File: config.mk
export PLATFORM = sky130hd
export DESIGN_NAME = http_request_framer_flat
export DESIGN_NICKNAME = d
export VERILOG_FILES = /design/src/hrf_pkg.sv /design/src/hrf_in_if.sv /design/src/hrf_out_if.sv /design/src/hrf_front.sv /design/src/hrf_queue.sv /design/src/hrf_back.sv /design/src/http_request_framer.sv /design/src/flat_wrapper.sv
export SDC_FILE = /design/constraint.sdc
export NUM_CORES = 1
export LEC_CHECK = 0
export BUFFER_PORTS_ARGS = -buffer_cell sky130_fd_sc_hd__buf_4
export CAP_MARGIN = 5
export CORE_MARGIN = 1.5
export CORE_UTILIZATION = 45
export CTS_BUF_LIST = sky130_fd_sc_hd__clkbuf_4 sky130_fd_sc_hd__clkbuf_8
export DETAILED_ROUTE_END_ITERATION = 10
export PLACE_DENSITY = 0.67
export SYNTH_ARGS = -nofsm -noshare
export SYNTH_HDL_FRONTEND = slang
export SYNTH_SLANG_ARGS = --single-unit
export TNS_END_PERCENT = 100
File: constraint.sdc
create_clock -name clk -period 10.26 [get_ports clk]
set_clock_uncertainty 0.2 [all_clocks]
set_input_delay 0.513 -clock clk [delete_from_list [all_inputs] [get_ports clk]]
set_output_delay 0.513 -clock clk [all_outputs]
set_load 0.05 [all_outputs]
File: src/hrf_pkg.sv
// Package for the HTTP request framer: widths, codes, match texts and the
// classified-item types shared by the front, the queue and the back.
// No dependencies.
package hrf_pkg;

  // Fixed field widths
  localparam int DATA_W  = 8;
  localparam int ROUTE_W = 2;
  localparam int LEN_W   = 15;

  // Route codes
  localparam logic [ROUTE_W-1:0] ROUTE_READY    = 2'd0;
  localparam logic [ROUTE_W-1:0] ROUTE_FRAUD    = 2'd1;
  localparam logic [ROUTE_W-1:0] ROUTE_NOTFOUND = 2'd2;
  localparam logic [ROUTE_W-1:0] ROUTE_OVERSIZE = 2'd3;

  // Match texts
  localparam int KEY_LEN  = 15;
  localparam int GET_LEN  = 11;
  localparam int POST_LEN = 18;
  localparam int KPOS_W   = $clog2(KEY_LEN + 1);
  localparam int GIDX_W   = $clog2(GET_LEN);
  localparam int PIDX_W   = $clog2(POST_LEN);

  localparam logic [DATA_W-1:0] KEY_TEXT [KEY_LEN] = '{
    "c", "o", "n", "t", "e", "n", "t", "-", "l", "e", "n", "g", "t", "h", ":"
  };
  localparam logic [DATA_W-1:0] GET_TEXT [GET_LEN] = '{
    "G", "E", "T", " ", "/", "r", "e", "a", "d", "y", " "
  };
  localparam logic [DATA_W-1:0] POST_TEXT [POST_LEN] = '{
    "P", "O", "S", "T", " ", "/", "f", "r", "a", "u", "d", "-", "s", "c", "o",
    "r", "e", " "
  };

  // Characters the parser reacts to
  localparam logic [DATA_W-1:0] CHAR_CR    = 8'h0D;
  localparam logic [DATA_W-1:0] CHAR_LF    = 8'h0A;
  localparam logic [DATA_W-1:0] CHAR_SPACE = 8'h20;
  localparam logic [DATA_W-1:0] CHAR_TAB   = 8'h09;
  localparam logic [DATA_W-1:0] CHAR_ZERO  = 8'h30;
  localparam logic [DATA_W-1:0] CHAR_NINE  = 8'h39;
  localparam logic [DATA_W-1:0] CHAR_UP_A  = 8'h41;
  localparam logic [DATA_W-1:0] CHAR_UP_Z  = 8'h5A;
  localparam logic [DATA_W-1:0] CASE_GAP   = 8'h20;

  // Queue between front and back
  localparam int QUEUE_DEPTH = 2;
  localparam int QPTR_W      = $clog2(QUEUE_DEPTH);
  localparam int QCNT_W      = $clog2(QUEUE_DEPTH + 1);

  // Content-length scanner state
  typedef enum logic [2:0] {
    MODE_FIRST,
    MODE_KEY,
    MODE_SKIP,
    MODE_BLANKS,
    MODE_DIGITS,
    MODE_DONE
  } line_mode_t;

  // One byte after classification
  typedef struct packed {
    logic                fresh_start;
    logic                is_cr;
    logic                is_lf;
    logic                is_blank;
    logic                is_digit;
    logic [3:0]          digit;
    logic [KEY_LEN-1:0]  key_eq;
    logic [GET_LEN-1:0]  get_eq;
    logic [POST_LEN-1:0] post_eq;
  } cls_t;

  // Queue read side toward the back
  typedef struct packed {
    logic valid;
    cls_t item;
  } q_rd_t;

  // Candidate bits to route: ready probe wins over fraud post
  function automatic logic [ROUTE_W-1:0] route_of(input logic [1:0] cand);
    logic [ROUTE_W-1:0] r;
    if (cand[0]) r = ROUTE_READY;
    else if (cand[1]) r = ROUTE_FRAUD;
    else r = ROUTE_NOTFOUND;
    return r;
  endfunction

endpackage

File: src/hrf_in_if.sv
// Input channel of the HTTP request framer: one request byte per item.
// Depends on hrf_pkg.
interface hrf_in_if;
  logic                      valid;
  logic                      ready;
  logic [hrf_pkg::DATA_W-1:0] data_byte;
  logic                      fresh_start;

  modport source (output valid, output data_byte, output fresh_start, input ready);
  modport sink (input valid, input data_byte, input fresh_start, output ready);
endinterface

File: src/hrf_out_if.sv
// Result channel of the HTTP request framer: one framed request per item.
// Depends on hrf_pkg.
interface hrf_out_if;
  logic                       valid;
  logic                       ready;
  logic [hrf_pkg::ROUTE_W-1:0] route;
  logic [hrf_pkg::LEN_W-1:0]   header_length;
  logic [hrf_pkg::LEN_W-1:0]   body_length;

  modport source (output valid, output route, output header_length, output body_length,
                  input ready);
  modport sink (input valid, input route, input header_length, input body_length,
                output ready);
endinterface

File: src/hrf_front.sv
// Front of the framer: accepts bytes and classifies them against the match
// texts and character classes. Depends on hrf_pkg and hrf_in_if.
module hrf_front (
  hrf_in_if.sink        in_chan,
  input  logic          q_full,
  output logic          push,
  output hrf_pkg::cls_t item
);

  logic [hrf_pkg::DATA_W-1:0] b;
  logic [hrf_pkg::DATA_W-1:0] low;
  logic [hrf_pkg::DATA_W-1:0] dval;

  // Accept whenever the queue has room
  assign in_chan.ready = !q_full;
  assign push          = in_chan.valid && !q_full;

  // Classify the byte
  always_comb begin
    b    = in_chan.data_byte;
    low  = (b >= hrf_pkg::CHAR_UP_A && b <= hrf_pkg::CHAR_UP_Z) ? b + hrf_pkg::CASE_GAP : b;
    dval = b - hrf_pkg::CHAR_ZERO;
    item.fresh_start = in_chan.fresh_start;
    item.is_cr       = (b == hrf_pkg::CHAR_CR);
    item.is_lf       = (b == hrf_pkg::CHAR_LF);
    item.is_blank    = (b == hrf_pkg::CHAR_SPACE) || (b == hrf_pkg::CHAR_TAB);
    item.is_digit    = (b >= hrf_pkg::CHAR_ZERO) && (b <= hrf_pkg::CHAR_NINE);
    item.digit       = dval[3:0];
    for (int i = 0; i < hrf_pkg::KEY_LEN; i++) begin
      item.key_eq[i] = (low == hrf_pkg::KEY_TEXT[i]);
    end
    for (int i = 0; i < hrf_pkg::GET_LEN; i++) begin
      item.get_eq[i] = (b == hrf_pkg::GET_TEXT[i]);
    end
    for (int i = 0; i < hrf_pkg::POST_LEN; i++) begin
      item.post_eq[i] = (b == hrf_pkg::POST_TEXT[i]);
    end
  end

endmodule

File: src/hrf_queue.sv
// Short queue of classified bytes between the front and the back.
// Depends on hrf_pkg.
module hrf_queue (
  input  logic           clk,
  input  logic           rst_n,
  input  logic           push,
  input  hrf_pkg::cls_t  item,
  input  logic           pop,
  output logic           full,
  output hrf_pkg::q_rd_t q_rd
);

  hrf_pkg::cls_t                  mem_r [hrf_pkg::QUEUE_DEPTH];
  logic [hrf_pkg::QPTR_W-1:0]     wr_ptr_r, wr_ptr_nxt;
  logic [hrf_pkg::QPTR_W-1:0]     rd_ptr_r, rd_ptr_nxt;
  logic [hrf_pkg::QCNT_W-1:0]     count_r, count_nxt;

  localparam logic [hrf_pkg::QPTR_W-1:0] LAST = hrf_pkg::QPTR_W'(hrf_pkg::QUEUE_DEPTH - 1);

  assign full       = (count_r == hrf_pkg::QCNT_W'(hrf_pkg::QUEUE_DEPTH));
  assign q_rd.valid = (count_r != '0);
  assign q_rd.item  = mem_r[rd_ptr_r];

  // Advance pointers and count
  always_comb begin
    wr_ptr_nxt = wr_ptr_r;
    rd_ptr_nxt = rd_ptr_r;
    count_nxt  = count_r;
    if (push) wr_ptr_nxt = (wr_ptr_r == LAST) ? '0 : wr_ptr_r + 1'b1;
    if (pop) rd_ptr_nxt = (rd_ptr_r == LAST) ? '0 : rd_ptr_r + 1'b1;
    if (push && !pop) count_nxt = count_r + 1'b1;
    else if (!push && pop) count_nxt = count_r - 1'b1;
  end

  always_ff @(posedge clk) begin
    if (!rst_n) begin
      wr_ptr_r <= '0;
      rd_ptr_r <= '0;
      count_r  <= '0;
    end else begin
      wr_ptr_r <= wr_ptr_nxt;
      rd_ptr_r <= rd_ptr_nxt;
      count_r  <= count_nxt;
    end
  end

  // Store the pushed item
  always_ff @(posedge clk) begin
    if (push) mem_r[wr_ptr_r] <= item;
  end

endmodule

File: src/hrf_back.sv
// Back of the framer: runs the header, length and body parse on classified
// bytes and holds the result register. Depends on hrf_pkg and hrf_out_if.
module hrf_back #(
  parameter int BUFFER_BYTES = 16384
) (
  input  logic           clk,
  input  logic           rst_n,
  input  hrf_pkg::q_rd_t q_rd,
  output logic           q_pop,
  hrf_out_if.source      out_chan
);

  localparam int CW = $clog2(BUFFER_BYTES + 2);
  localparam int VW = CW + 4;
  localparam logic [CW-1:0] LIMIT = CW'(BUFFER_BYTES);
  localparam logic [CW-1:0] SAT   = CW'(BUFFER_BYTES + 1);
  localparam logic [hrf_pkg::KPOS_W-1:0] KEY_LAST = hrf_pkg::KPOS_W'(hrf_pkg::KEY_LEN - 1);
  localparam logic [hrf_pkg::KPOS_W-1:0] KEY_END  = hrf_pkg::KPOS_W'(hrf_pkg::KEY_LEN);

  // Parse state
  logic [1:0]                 blp_r, blp_nxt;
  logic [CW-1:0]              hc_r, hc_nxt;
  logic [hrf_pkg::KPOS_W-1:0] lp_r, lp_nxt;
  hrf_pkg::line_mode_t        mode_r, mode_nxt;
  logic                       found_r, found_nxt;
  logic [CW-1:0]              len_r, len_nxt;
  logic [1:0]                 cand_r, cand_nxt;
  logic                       in_body_r, in_body_nxt;
  logic [CW-1:0]              body_r, body_nxt;

  // Result register
  logic                        out_valid_r, out_valid_nxt;
  logic [hrf_pkg::ROUTE_W-1:0] out_route_r, out_route_nxt;
  logic [hrf_pkg::LEN_W-1:0]   out_hlen_r, out_hlen_nxt;
  logic [hrf_pkg::LEN_W-1:0]   out_blen_r, out_blen_nxt;

  // State seen by the current byte, after an optional fresh start
  hrf_pkg::cls_t              cls;
  logic [1:0]                 blp_cur;
  logic [CW-1:0]              hc_cur;
  logic [hrf_pkg::KPOS_W-1:0] lp_cur;
  hrf_pkg::line_mode_t        mode_cur;
  logic                       found_cur;
  logic [CW-1:0]              len_cur;
  logic [1:0]                 cand_cur;
  logic                       in_body_cur;
  logic [CW-1:0]              body_cur;

  // Scanner results
  hrf_pkg::line_mode_t        mode_scan;
  logic [hrf_pkg::KPOS_W-1:0] lp_scan;
  logic                       found_scan;
  logic [CW-1:0]              len_scan;
  logic                       key_hit;
  logic                       scan_en;
  logic [VW-1:0]              len_mul;
  logic [CW-1:0]              len_dig;

  // Step signals
  logic                        emit;
  logic [hrf_pkg::ROUTE_W-1:0] e_route;
  logic [CW-1:0]               e_hlen;
  logic [CW-1:0]               e_blen;
  logic [CW-1:0]               hc1;
  logic [CW-1:0]               body1;
  logic [CW:0]                 total;
  logic                        end_found;

  assign cls   = q_rd.item;
  assign q_pop = q_rd.valid && (!out_valid_r || out_chan.ready);

  // Apply a fresh start before the byte
  always_comb begin
    if (cls.fresh_start) begin
      blp_cur     = '0;
      hc_cur      = '0;
      lp_cur      = '0;
      mode_cur    = hrf_pkg::MODE_FIRST;
      found_cur   = 1'b0;
      len_cur     = '0;
      cand_cur    = 2'b11;
      in_body_cur = 1'b0;
      body_cur    = '0;
    end else begin
      blp_cur     = blp_r;
      hc_cur      = hc_r;
      lp_cur      = lp_r;
      mode_cur    = mode_r;
      found_cur   = found_r;
      len_cur     = len_r;
      cand_cur    = cand_r;
      in_body_cur = in_body_r;
      body_cur    = body_r;
    end
  end

  assign key_hit = (lp_cur < KEY_END) && cls.key_eq[lp_cur];
  assign scan_en = !found_cur || (mode_cur == hrf_pkg::MODE_BLANKS) ||
                   (mode_cur == hrf_pkg::MODE_DIGITS);

  // Take one decimal digit, saturate above the buffer size
  always_comb begin
    len_mul = (VW'(len_cur) << 3) + (VW'(len_cur) << 1) + VW'(cls.digit);
    len_dig = (len_mul > VW'(BUFFER_BYTES)) ? SAT : len_mul[CW-1:0];
  end

  // Scanner next state
  always_comb begin
    mode_scan = mode_cur;
    unique case (mode_cur)
      hrf_pkg::MODE_FIRST, hrf_pkg::MODE_SKIP: begin
        if (cls.is_lf) mode_scan = hrf_pkg::MODE_KEY;
      end
      hrf_pkg::MODE_KEY: begin
        if (cls.is_lf) mode_scan = hrf_pkg::MODE_KEY;
        else if (key_hit) begin
          if (lp_cur == KEY_LAST) mode_scan = hrf_pkg::MODE_BLANKS;
        end else mode_scan = hrf_pkg::MODE_SKIP;
      end
      hrf_pkg::MODE_BLANKS, hrf_pkg::MODE_DIGITS: begin
        if (mode_cur == hrf_pkg::MODE_BLANKS && cls.is_blank) mode_scan = mode_cur;
        else if (cls.is_digit) mode_scan = hrf_pkg::MODE_DIGITS;
        else mode_scan = hrf_pkg::MODE_DONE;
      end
      hrf_pkg::MODE_DONE: mode_scan = mode_cur;
      default: mode_scan = mode_cur;
    endcase
  end

  // Scanner outputs: key position and length value
  always_comb begin
    lp_scan    = lp_cur;
    found_scan = found_cur;
    len_scan   = len_cur;
    unique case (mode_cur)
      hrf_pkg::MODE_FIRST, hrf_pkg::MODE_SKIP: begin
        if (cls.is_lf) lp_scan = '0;
      end
      hrf_pkg::MODE_KEY: begin
        if (cls.is_lf) lp_scan = '0;
        else if (key_hit) begin
          lp_scan = lp_cur + 1'b1;
          if (lp_cur == KEY_LAST) begin
            found_scan = 1'b1;
            len_scan   = '0;
          end
        end
      end
      hrf_pkg::MODE_BLANKS, hrf_pkg::MODE_DIGITS: begin
        if (!(mode_cur == hrf_pkg::MODE_BLANKS && cls.is_blank) && cls.is_digit) begin
          len_scan = len_dig;
        end
      end
      hrf_pkg::MODE_DONE: len_scan = len_cur;
      default: len_scan = len_cur;
    endcase
  end

  // One byte: header tracking, body counting, result and restart
  always_comb begin
    blp_nxt     = blp_r;
    hc_nxt      = hc_r;
    lp_nxt      = lp_r;
    mode_nxt    = mode_r;
    found_nxt   = found_r;
    len_nxt     = len_r;
    cand_nxt    = cand_r;
    in_body_nxt = in_body_r;
    body_nxt    = body_r;
    emit        = 1'b0;
    e_route     = hrf_pkg::ROUTE_OVERSIZE;
    e_hlen      = '0;
    e_blen      = '0;
    hc1         = hc_cur + 1'b1;
    body1       = body_cur + 1'b1;
    total       = '0;
    end_found   = 1'b0;
    if (q_pop) begin
      blp_nxt     = blp_cur;
      hc_nxt      = hc_cur;
      lp_nxt      = lp_cur;
      mode_nxt    = mode_cur;
      found_nxt   = found_cur;
      len_nxt     = len_cur;
      cand_nxt    = cand_cur;
      in_body_nxt = in_body_cur;
      body_nxt    = body_cur;
      if (in_body_cur) begin
        body_nxt = body1;
        if (body1 >= len_cur) begin
          emit    = 1'b1;
          e_route = hrf_pkg::route_of(cand_cur);
          e_hlen  = hc_cur;
          e_blen  = len_cur;
        end
      end else begin
        // Drop route candidates on a mismatch in the request line
        if (hc_cur < CW'(hrf_pkg::GET_LEN) && !cls.get_eq[hc_cur[hrf_pkg::GIDX_W-1:0]])
          cand_nxt[0] = 1'b0;
        if (hc_cur < CW'(hrf_pkg::POST_LEN) && !cls.post_eq[hc_cur[hrf_pkg::PIDX_W-1:0]])
          cand_nxt[1] = 1'b0;
        // Track the blank line
        if (cls.is_cr) blp_nxt = (blp_cur == 2'd2) ? 2'd3 : 2'd1;
        else if (cls.is_lf) begin
          end_found = (blp_cur == 2'd3);
          blp_nxt   = (blp_cur == 2'd1) ? 2'd2 : 2'd0;
        end else blp_nxt = 2'd0;
        if (scan_en) begin
          mode_nxt  = mode_scan;
          lp_nxt    = lp_scan;
          found_nxt = found_scan;
          len_nxt   = len_scan;
        end
        hc_nxt = hc1;
        total  = {1'b0, hc1} + {1'b0, len_nxt};
        if (end_found) begin
          if (len_nxt > LIMIT || total > {1'b0, LIMIT}) begin
            emit   = 1'b1;
            e_hlen = hc1;
          end else if (len_nxt == '0) begin
            emit    = 1'b1;
            e_route = hrf_pkg::route_of(cand_nxt);
            e_hlen  = hc1;
          end else begin
            in_body_nxt = 1'b1;
            body_nxt    = '0;
          end
        end else if (hc1 >= LIMIT) begin
          emit   = 1'b1;
          e_hlen = hc1;
        end
      end
      // Restart parsing after a result
      if (emit) begin
        blp_nxt     = '0;
        hc_nxt      = '0;
        lp_nxt      = '0;
        mode_nxt    = hrf_pkg::MODE_FIRST;
        found_nxt   = 1'b0;
        len_nxt     = '0;
        cand_nxt    = 2'b11;
        in_body_nxt = 1'b0;
        body_nxt    = '0;
      end
    end
  end

  // Load or release the result register
  always_comb begin
    out_valid_nxt = out_valid_r;
    out_route_nxt = out_route_r;
    out_hlen_nxt  = out_hlen_r;
    out_blen_nxt  = out_blen_r;
    if (out_valid_r && out_chan.ready) out_valid_nxt = 1'b0;
    if (emit) begin
      out_valid_nxt = 1'b1;
      out_route_nxt = e_route;
      out_hlen_nxt  = hrf_pkg::LEN_W'(e_hlen);
      out_blen_nxt  = hrf_pkg::LEN_W'(e_blen);
    end
  end

  always_ff @(posedge clk) begin
    if (!rst_n) begin
      blp_r       <= '0;
      hc_r        <= '0;
      lp_r        <= '0;
      mode_r      <= hrf_pkg::MODE_FIRST;
      found_r     <= 1'b0;
      len_r       <= '0;
      cand_r      <= 2'b11;
      in_body_r   <= 1'b0;
      body_r      <= '0;
      out_valid_r <= 1'b0;
    end else begin
      blp_r       <= blp_nxt;
      hc_r        <= hc_nxt;
      lp_r        <= lp_nxt;
      mode_r      <= mode_nxt;
      found_r     <= found_nxt;
      len_r       <= len_nxt;
      cand_r      <= cand_nxt;
      in_body_r   <= in_body_nxt;
      body_r      <= body_nxt;
      out_valid_r <= out_valid_nxt;
    end
  end

  always_ff @(posedge clk) begin
    out_route_r <= out_route_nxt;
    out_hlen_r  <= out_hlen_nxt;
    out_blen_r  <= out_blen_nxt;
  end

  assign out_chan.valid         = out_valid_r;
  assign out_chan.route         = out_route_r;
  assign out_chan.header_length = out_hlen_r;
  assign out_chan.body_length   = out_blen_r;

endmodule

File: src/http_request_framer.sv
// Top level of the HTTP/1.1 request framer with Content-Length framing.
// Depends on hrf_pkg, hrf_in_if, hrf_out_if, hrf_front, hrf_queue, hrf_back.
//
//   channel    dir  payload                                  handshake
//   in_chan    in   data_byte[7:0], fresh_start              valid/ready
//   out_chan   out  route[1:0], header_length[14:0],         valid/ready
//                   body_length[14:0]
//
// One byte per cycle sustained while results are taken; the back parses one
// queued byte per cycle unless an unread result stalls it.
// The two-entry byte queue absorbs a stall of the result register, so
// in_chan stays ready while an unread result waits and the queue has room.
// rst_n is synchronous and clears the queue, parse state and result valid.
module http_request_framer #(
  parameter int BUFFER_BYTES = 16384
) (
  input  logic      clk,
  input  logic      rst_n,
  hrf_in_if.sink    in_chan,
  hrf_out_if.source out_chan
);

  logic           q_full;
  logic           push;
  hrf_pkg::cls_t  item;
  logic           q_pop;
  hrf_pkg::q_rd_t q_rd;

  // Classify incoming bytes
  hrf_front u_front (
    .in_chan (in_chan),
    .q_full  (q_full),
    .push    (push),
    .item    (item)
  );

  // Decouple front and back
  hrf_queue u_queue (
    .clk   (clk),
    .rst_n (rst_n),
    .push  (push),
    .item  (item),
    .pop   (q_pop),
    .full  (q_full),
    .q_rd  (q_rd)
  );

  // Parse and frame
  hrf_back #(
    .BUFFER_BYTES (BUFFER_BYTES)
  ) u_back (
    .clk      (clk),
    .rst_n    (rst_n),
    .q_rd     (q_rd),
    .q_pop    (q_pop),
    .out_chan (out_chan)
  );

`ifndef SYNTHESIS
  a_pop_nonempty: assert property (@(posedge clk) disable iff (!rst_n)
    q_pop |-> q_rd.valid)
    else $error("pop from empty byte queue");

  a_result_from_pop: assert property (@(posedge clk) disable iff (!rst_n)
    $rose(out_chan.valid) |-> $past(q_pop))
    else $error("result appeared without a parsed byte");

  a_oversize_no_body: assert property (@(posedge clk) disable iff (!rst_n)
    (out_chan.valid && out_chan.route == hrf_pkg::ROUTE_OVERSIZE) |->
      (out_chan.body_length == '0))
    else $error("oversize result carries a body length");
`endif

endmodule
File: src/flat_wrapper.sv
// flat-port wrapper written by rule: the top's interface ports become plain ports
module http_request_framer_flat 
#(
  parameter int BUFFER_BYTES = 16384
)
  (clk, rst_n, in_chan_valid, in_chan_data_byte, in_chan_fresh_start, in_chan_ready, out_chan_valid, out_chan_route, out_chan_header_length, out_chan_body_length, out_chan_ready);
  hrf_in_if in_chan_i ();
  hrf_out_if out_chan_i ();
  input  logic clk;
  input  logic rst_n;
  input wire logic [$bits(in_chan_i.valid)-1:0] in_chan_valid;
  input wire logic [$bits(in_chan_i.data_byte)-1:0] in_chan_data_byte;
  input wire logic [$bits(in_chan_i.fresh_start)-1:0] in_chan_fresh_start;
  output wire logic [$bits(in_chan_i.ready)-1:0] in_chan_ready;
  output wire logic [$bits(out_chan_i.valid)-1:0] out_chan_valid;
  output wire logic [$bits(out_chan_i.route)-1:0] out_chan_route;
  output wire logic [$bits(out_chan_i.header_length)-1:0] out_chan_header_length;
  output wire logic [$bits(out_chan_i.body_length)-1:0] out_chan_body_length;
  input wire logic [$bits(out_chan_i.ready)-1:0] out_chan_ready;
  assign in_chan_i.valid = in_chan_valid;
  assign in_chan_i.data_byte = in_chan_data_byte;
  assign in_chan_i.fresh_start = in_chan_fresh_start;
  assign in_chan_ready = in_chan_i.ready;
  assign out_chan_valid = out_chan_i.valid;
  assign out_chan_route = out_chan_i.route;
  assign out_chan_header_length = out_chan_i.header_length;
  assign out_chan_body_length = out_chan_i.body_length;
  assign out_chan_i.ready = out_chan_ready;
  http_request_framer #(.BUFFER_BYTES(BUFFER_BYTES)) u_core (.clk(clk), .rst_n(rst_n), .in_chan(in_chan_i), .out_chan(out_chan_i));
endmodule
==> reports/qor.txt <==
Peak VDD IR: 0.0905 mV
Overall Power: 0.00191 W
routed vias/inst: 6.08
Setup WS post-layout: 1.37 ns
worst slack, placed: 1.57 ns
most common cell in the netlist: nand2_1
RSZ-0062 raised after global routing: false
Area growth syn-to-layout: 9.62%
largest net degree at the start of global routing: 45
Post-Syn Area: 11,100 sq um
Post-synth top cells: nand2_1 (121), nor2_1 (114), edfxtp_1 (108)
ant diodes: 0
drt pass-1 iters: 6
Routability Congestion: 0.985
relative max-transition margin: 25.7%
Hold Vio Cnt, Final: 0
Initial Util: 45.8%
first-pass GRT wire length: 46.8 mm
GRT overflow: 0
mux share of post-synthesis cell area: 5.71%
Buffers on Ports: 46
layout cells sized above 1: 11.7%
post-route ant nets: 0
Synth warnings: 0
DR DRC count: 0
Max stage delay cell, worst path: dfxtp_2
ranking of synthesized cells by area: edfxtp_1 (29%), dfxtp_1 (11%), ha_1 (7.3%), nand2_1 (4.1%), nor2_1 (3.8%)
cts repair resizes: 0
CP Data Required Time: 10.25 ns
syn avg cell area: 9.44 sq um
synthesized instance count: 1,181
Reg clk slew, reported paths: 0.10 ns
Rows: 57
area of the core: 24,300 sq um
EDFF count, synth: 108
Main synth FF type: edfxtp_1
Synth Area in Compound Gates: 19.9%
DP HPWL: 21.9 mm
flops & latches, synth: 172
DRT iter0 DRCs: 900
simple logic cell fraction of the synthesized area: 19.7%
power per cell area: 157 nW/um^2
fin. max-slew vios: 0
clock buffer depth: 2
worst hold-check path type: in2reg
initial antenna violation count: 0
worst slew pin tran: 1.11 ns
post-layout minimum cycle time: 8.89 ns
Async S/R FF share, synth: 0%
Clock Latency Late Sink: 0.48 ns
CP Data Arrival Time: 8.88 ns
drt total wl: 29.3 mm
die height: 160 um
die footprint: 25,700 sq um
adder-cell share of the synthesized area: 7.66%
total of max-cap violations: 0
clk root buf: clkbuf_8
Sink Count: 172
GRT Util Overall: 22.9%
syn nets: 1,261
reg2reg path depth: 30
CP max FO: 32
DR vias: 9,343
reg2reg end: u_core.u_back.out_chan.body_length[0]
TNS Setup: 0 ns
period utilisation layout: 86.7%
number of global-route vias before repair: 8,635
share of the synthesized area in the top cell type: 29.1%
CTS tree: built
Die Wd: 160 um
WS Path Type: reg2reg
count of different cell masters after synthesis: 82
final setup fails: 0
most frequent CP cell: buf_4
I/O Pins: 47
Critical path destination: u_core.u_back.out_chan.body_length[0]
Startpoint Class: register
Leak: 4.79 nW
Worst path max stage delay: 0.55 ns
largest family of logic cells by synthesized area: compound AO/OA/AOI/OAI gates
number of CTS-inserted buffers: 17
xor-xnor portion of the synthesized cell area: 2.91%
status: completed
CP Capture Type: register
Max Freq: 112 MHz
R2R setup slack: 1.37 ns
leading area contributor after synthesis: edfxtp_1
routed wire length per instance: 19.0 um
sequential fraction of the synthesis area: 40.6%
H-tree levels: 4
Net count, final: 1,280
==> sequential cells by signal (all words and copies together) (netlist names), named ones only <==
register                              cells
u_core.u_back.blp_r                       2
u_core.u_back.body_r                     15
u_core.u_back.cand_r                      2
u_core.u_back.found_r                     1
u_core.u_back.hc_r                       15
u_core.u_back.in_body_r                   1
u_core.u_back.len_r                      15
u_core.u_back.lp_r                        4
u_core.u_back.mode_r                      3
u_core.u_back.out_chan.body_length       15
u_core.u_back.out_chan.header_length     15
u_core.u_back.out_chan.route              2
u_core.u_back.out_chan.valid              1
u_core.u_queue.count_r                    2
u_core.u_queue.mem_r                     76
u_core.u_queue.rd_ptr_r                   1
u_core.u_queue.wr_ptr_r                   1
==> where the power goes <==
group | switching [W] | total, W | leakage [nW] | internal (W)
Combinational | 0.000364 | 0.000575 | 3.01 | 0.000211
Sequential | 0.0000417 | 0.000836 | 1.57 | 0.000794
Clock | 0.000309 | 0.000502 | 0.210 | 0.000193
==> routing by layer <==
layer	GRT usage [%]	part of all wire (%)
met2	35.7	45
met1	32.7	46
met4	7.90	2.6
met3	3.13	6.2
met5	0	0
==> kinds of logic after synthesis <==
| family | Yosys count |
|---|---|
| muxes | 45 |
| DFF | 172 |
| buffers and inverters | 101 |
| AOI/OAI and AO/OA | 314 |
| adders and majority gates | 67 |
| xor gates and xnor gates | 37 |
| and+or+nand+nor | 445 |
==> cell usage in the layout (no fill, tap or decap), types with 27 or more instances in the layout <==
cell type    n
nand2_1    121
nor2_1     113
edfxtp_1   108
ha_1        65
a21oi_1     63
dfxtp_1     63
buf_4       60
o21ai_0     56
a22o_1      40
inv_1       39
nand3_1     34
nor2b_1     31
nor3_1      27
==> timing repair <==
| item | CTS | global route |
|---|---|---|
| hold buffers | 1 | 0 |
| hold endpoints to repair | 1 | 0 |
| buffers inserted | 0 | 0 |
==> layout make-up <==
type | instances | area (sq um)
Clock inverter | 15 | 203
Multi-Input combinational cell | 908 | 6240
Fill cell | 2209 | 12100
Inverter | 40 | 150
Sequential cell | 172 | 4530
Tap cell | 324 | 405
Clock buffer | 17 | 234
Timing Repair Buffer | 61 | 460
==> worst max-delay path, delay by kind of cell, from the launching register on <==
kind | cells | cell delay, ns
AO/OA/AOI/OAI | 10 | 2.91
adder cells (fa/ha/maj) | 3 | 1.01
buffers and inverters | 6 | 1.15
flip-flops | 1 | 0.55
multiplexers | 2 | 0.48
AND/OR/NAND/NOR | 9 | 2.29
==> worst min path at each step <==
stage                                       start                     endpoint  slack, ns  cells after the start
after floorplan            u_core.u_back.len_r[8]       u_core.u_back.len_r[8]       0.25                      1
after global placement    u_core.u_back.len_r[13]      u_core.u_back.len_r[13]       0.29                      1
after detailed placement  u_core.u_back.len_r[13]      u_core.u_back.len_r[13]       0.29                      1
after CTS                    in_chan_data_byte[0]  u_core.u_queue.mem_r[1][44]       0.12                      1
after global routing         in_chan_data_byte[0]  u_core.u_queue.mem_r[1][44]       0.13                      1
final                        in_chan_data_byte[0]  u_core.u_queue.mem_r[1][44]       0.14                      1
==> metrics by stage <==
step	cell area (sq um)	std cells	utilization [%]	hold WS, ns
detailed placement	11800	1504	48.4	0.286
global placement	11800	1504	48.4	0.286
finish	12200	1537	50.2	0.141
floorplan	11100	1181	-	0.255
CTS	12200	1537	50.2	0.123
global route	12200	1537	50.2	0.126
Note: power is estimated with default switching activity, not from simulation.
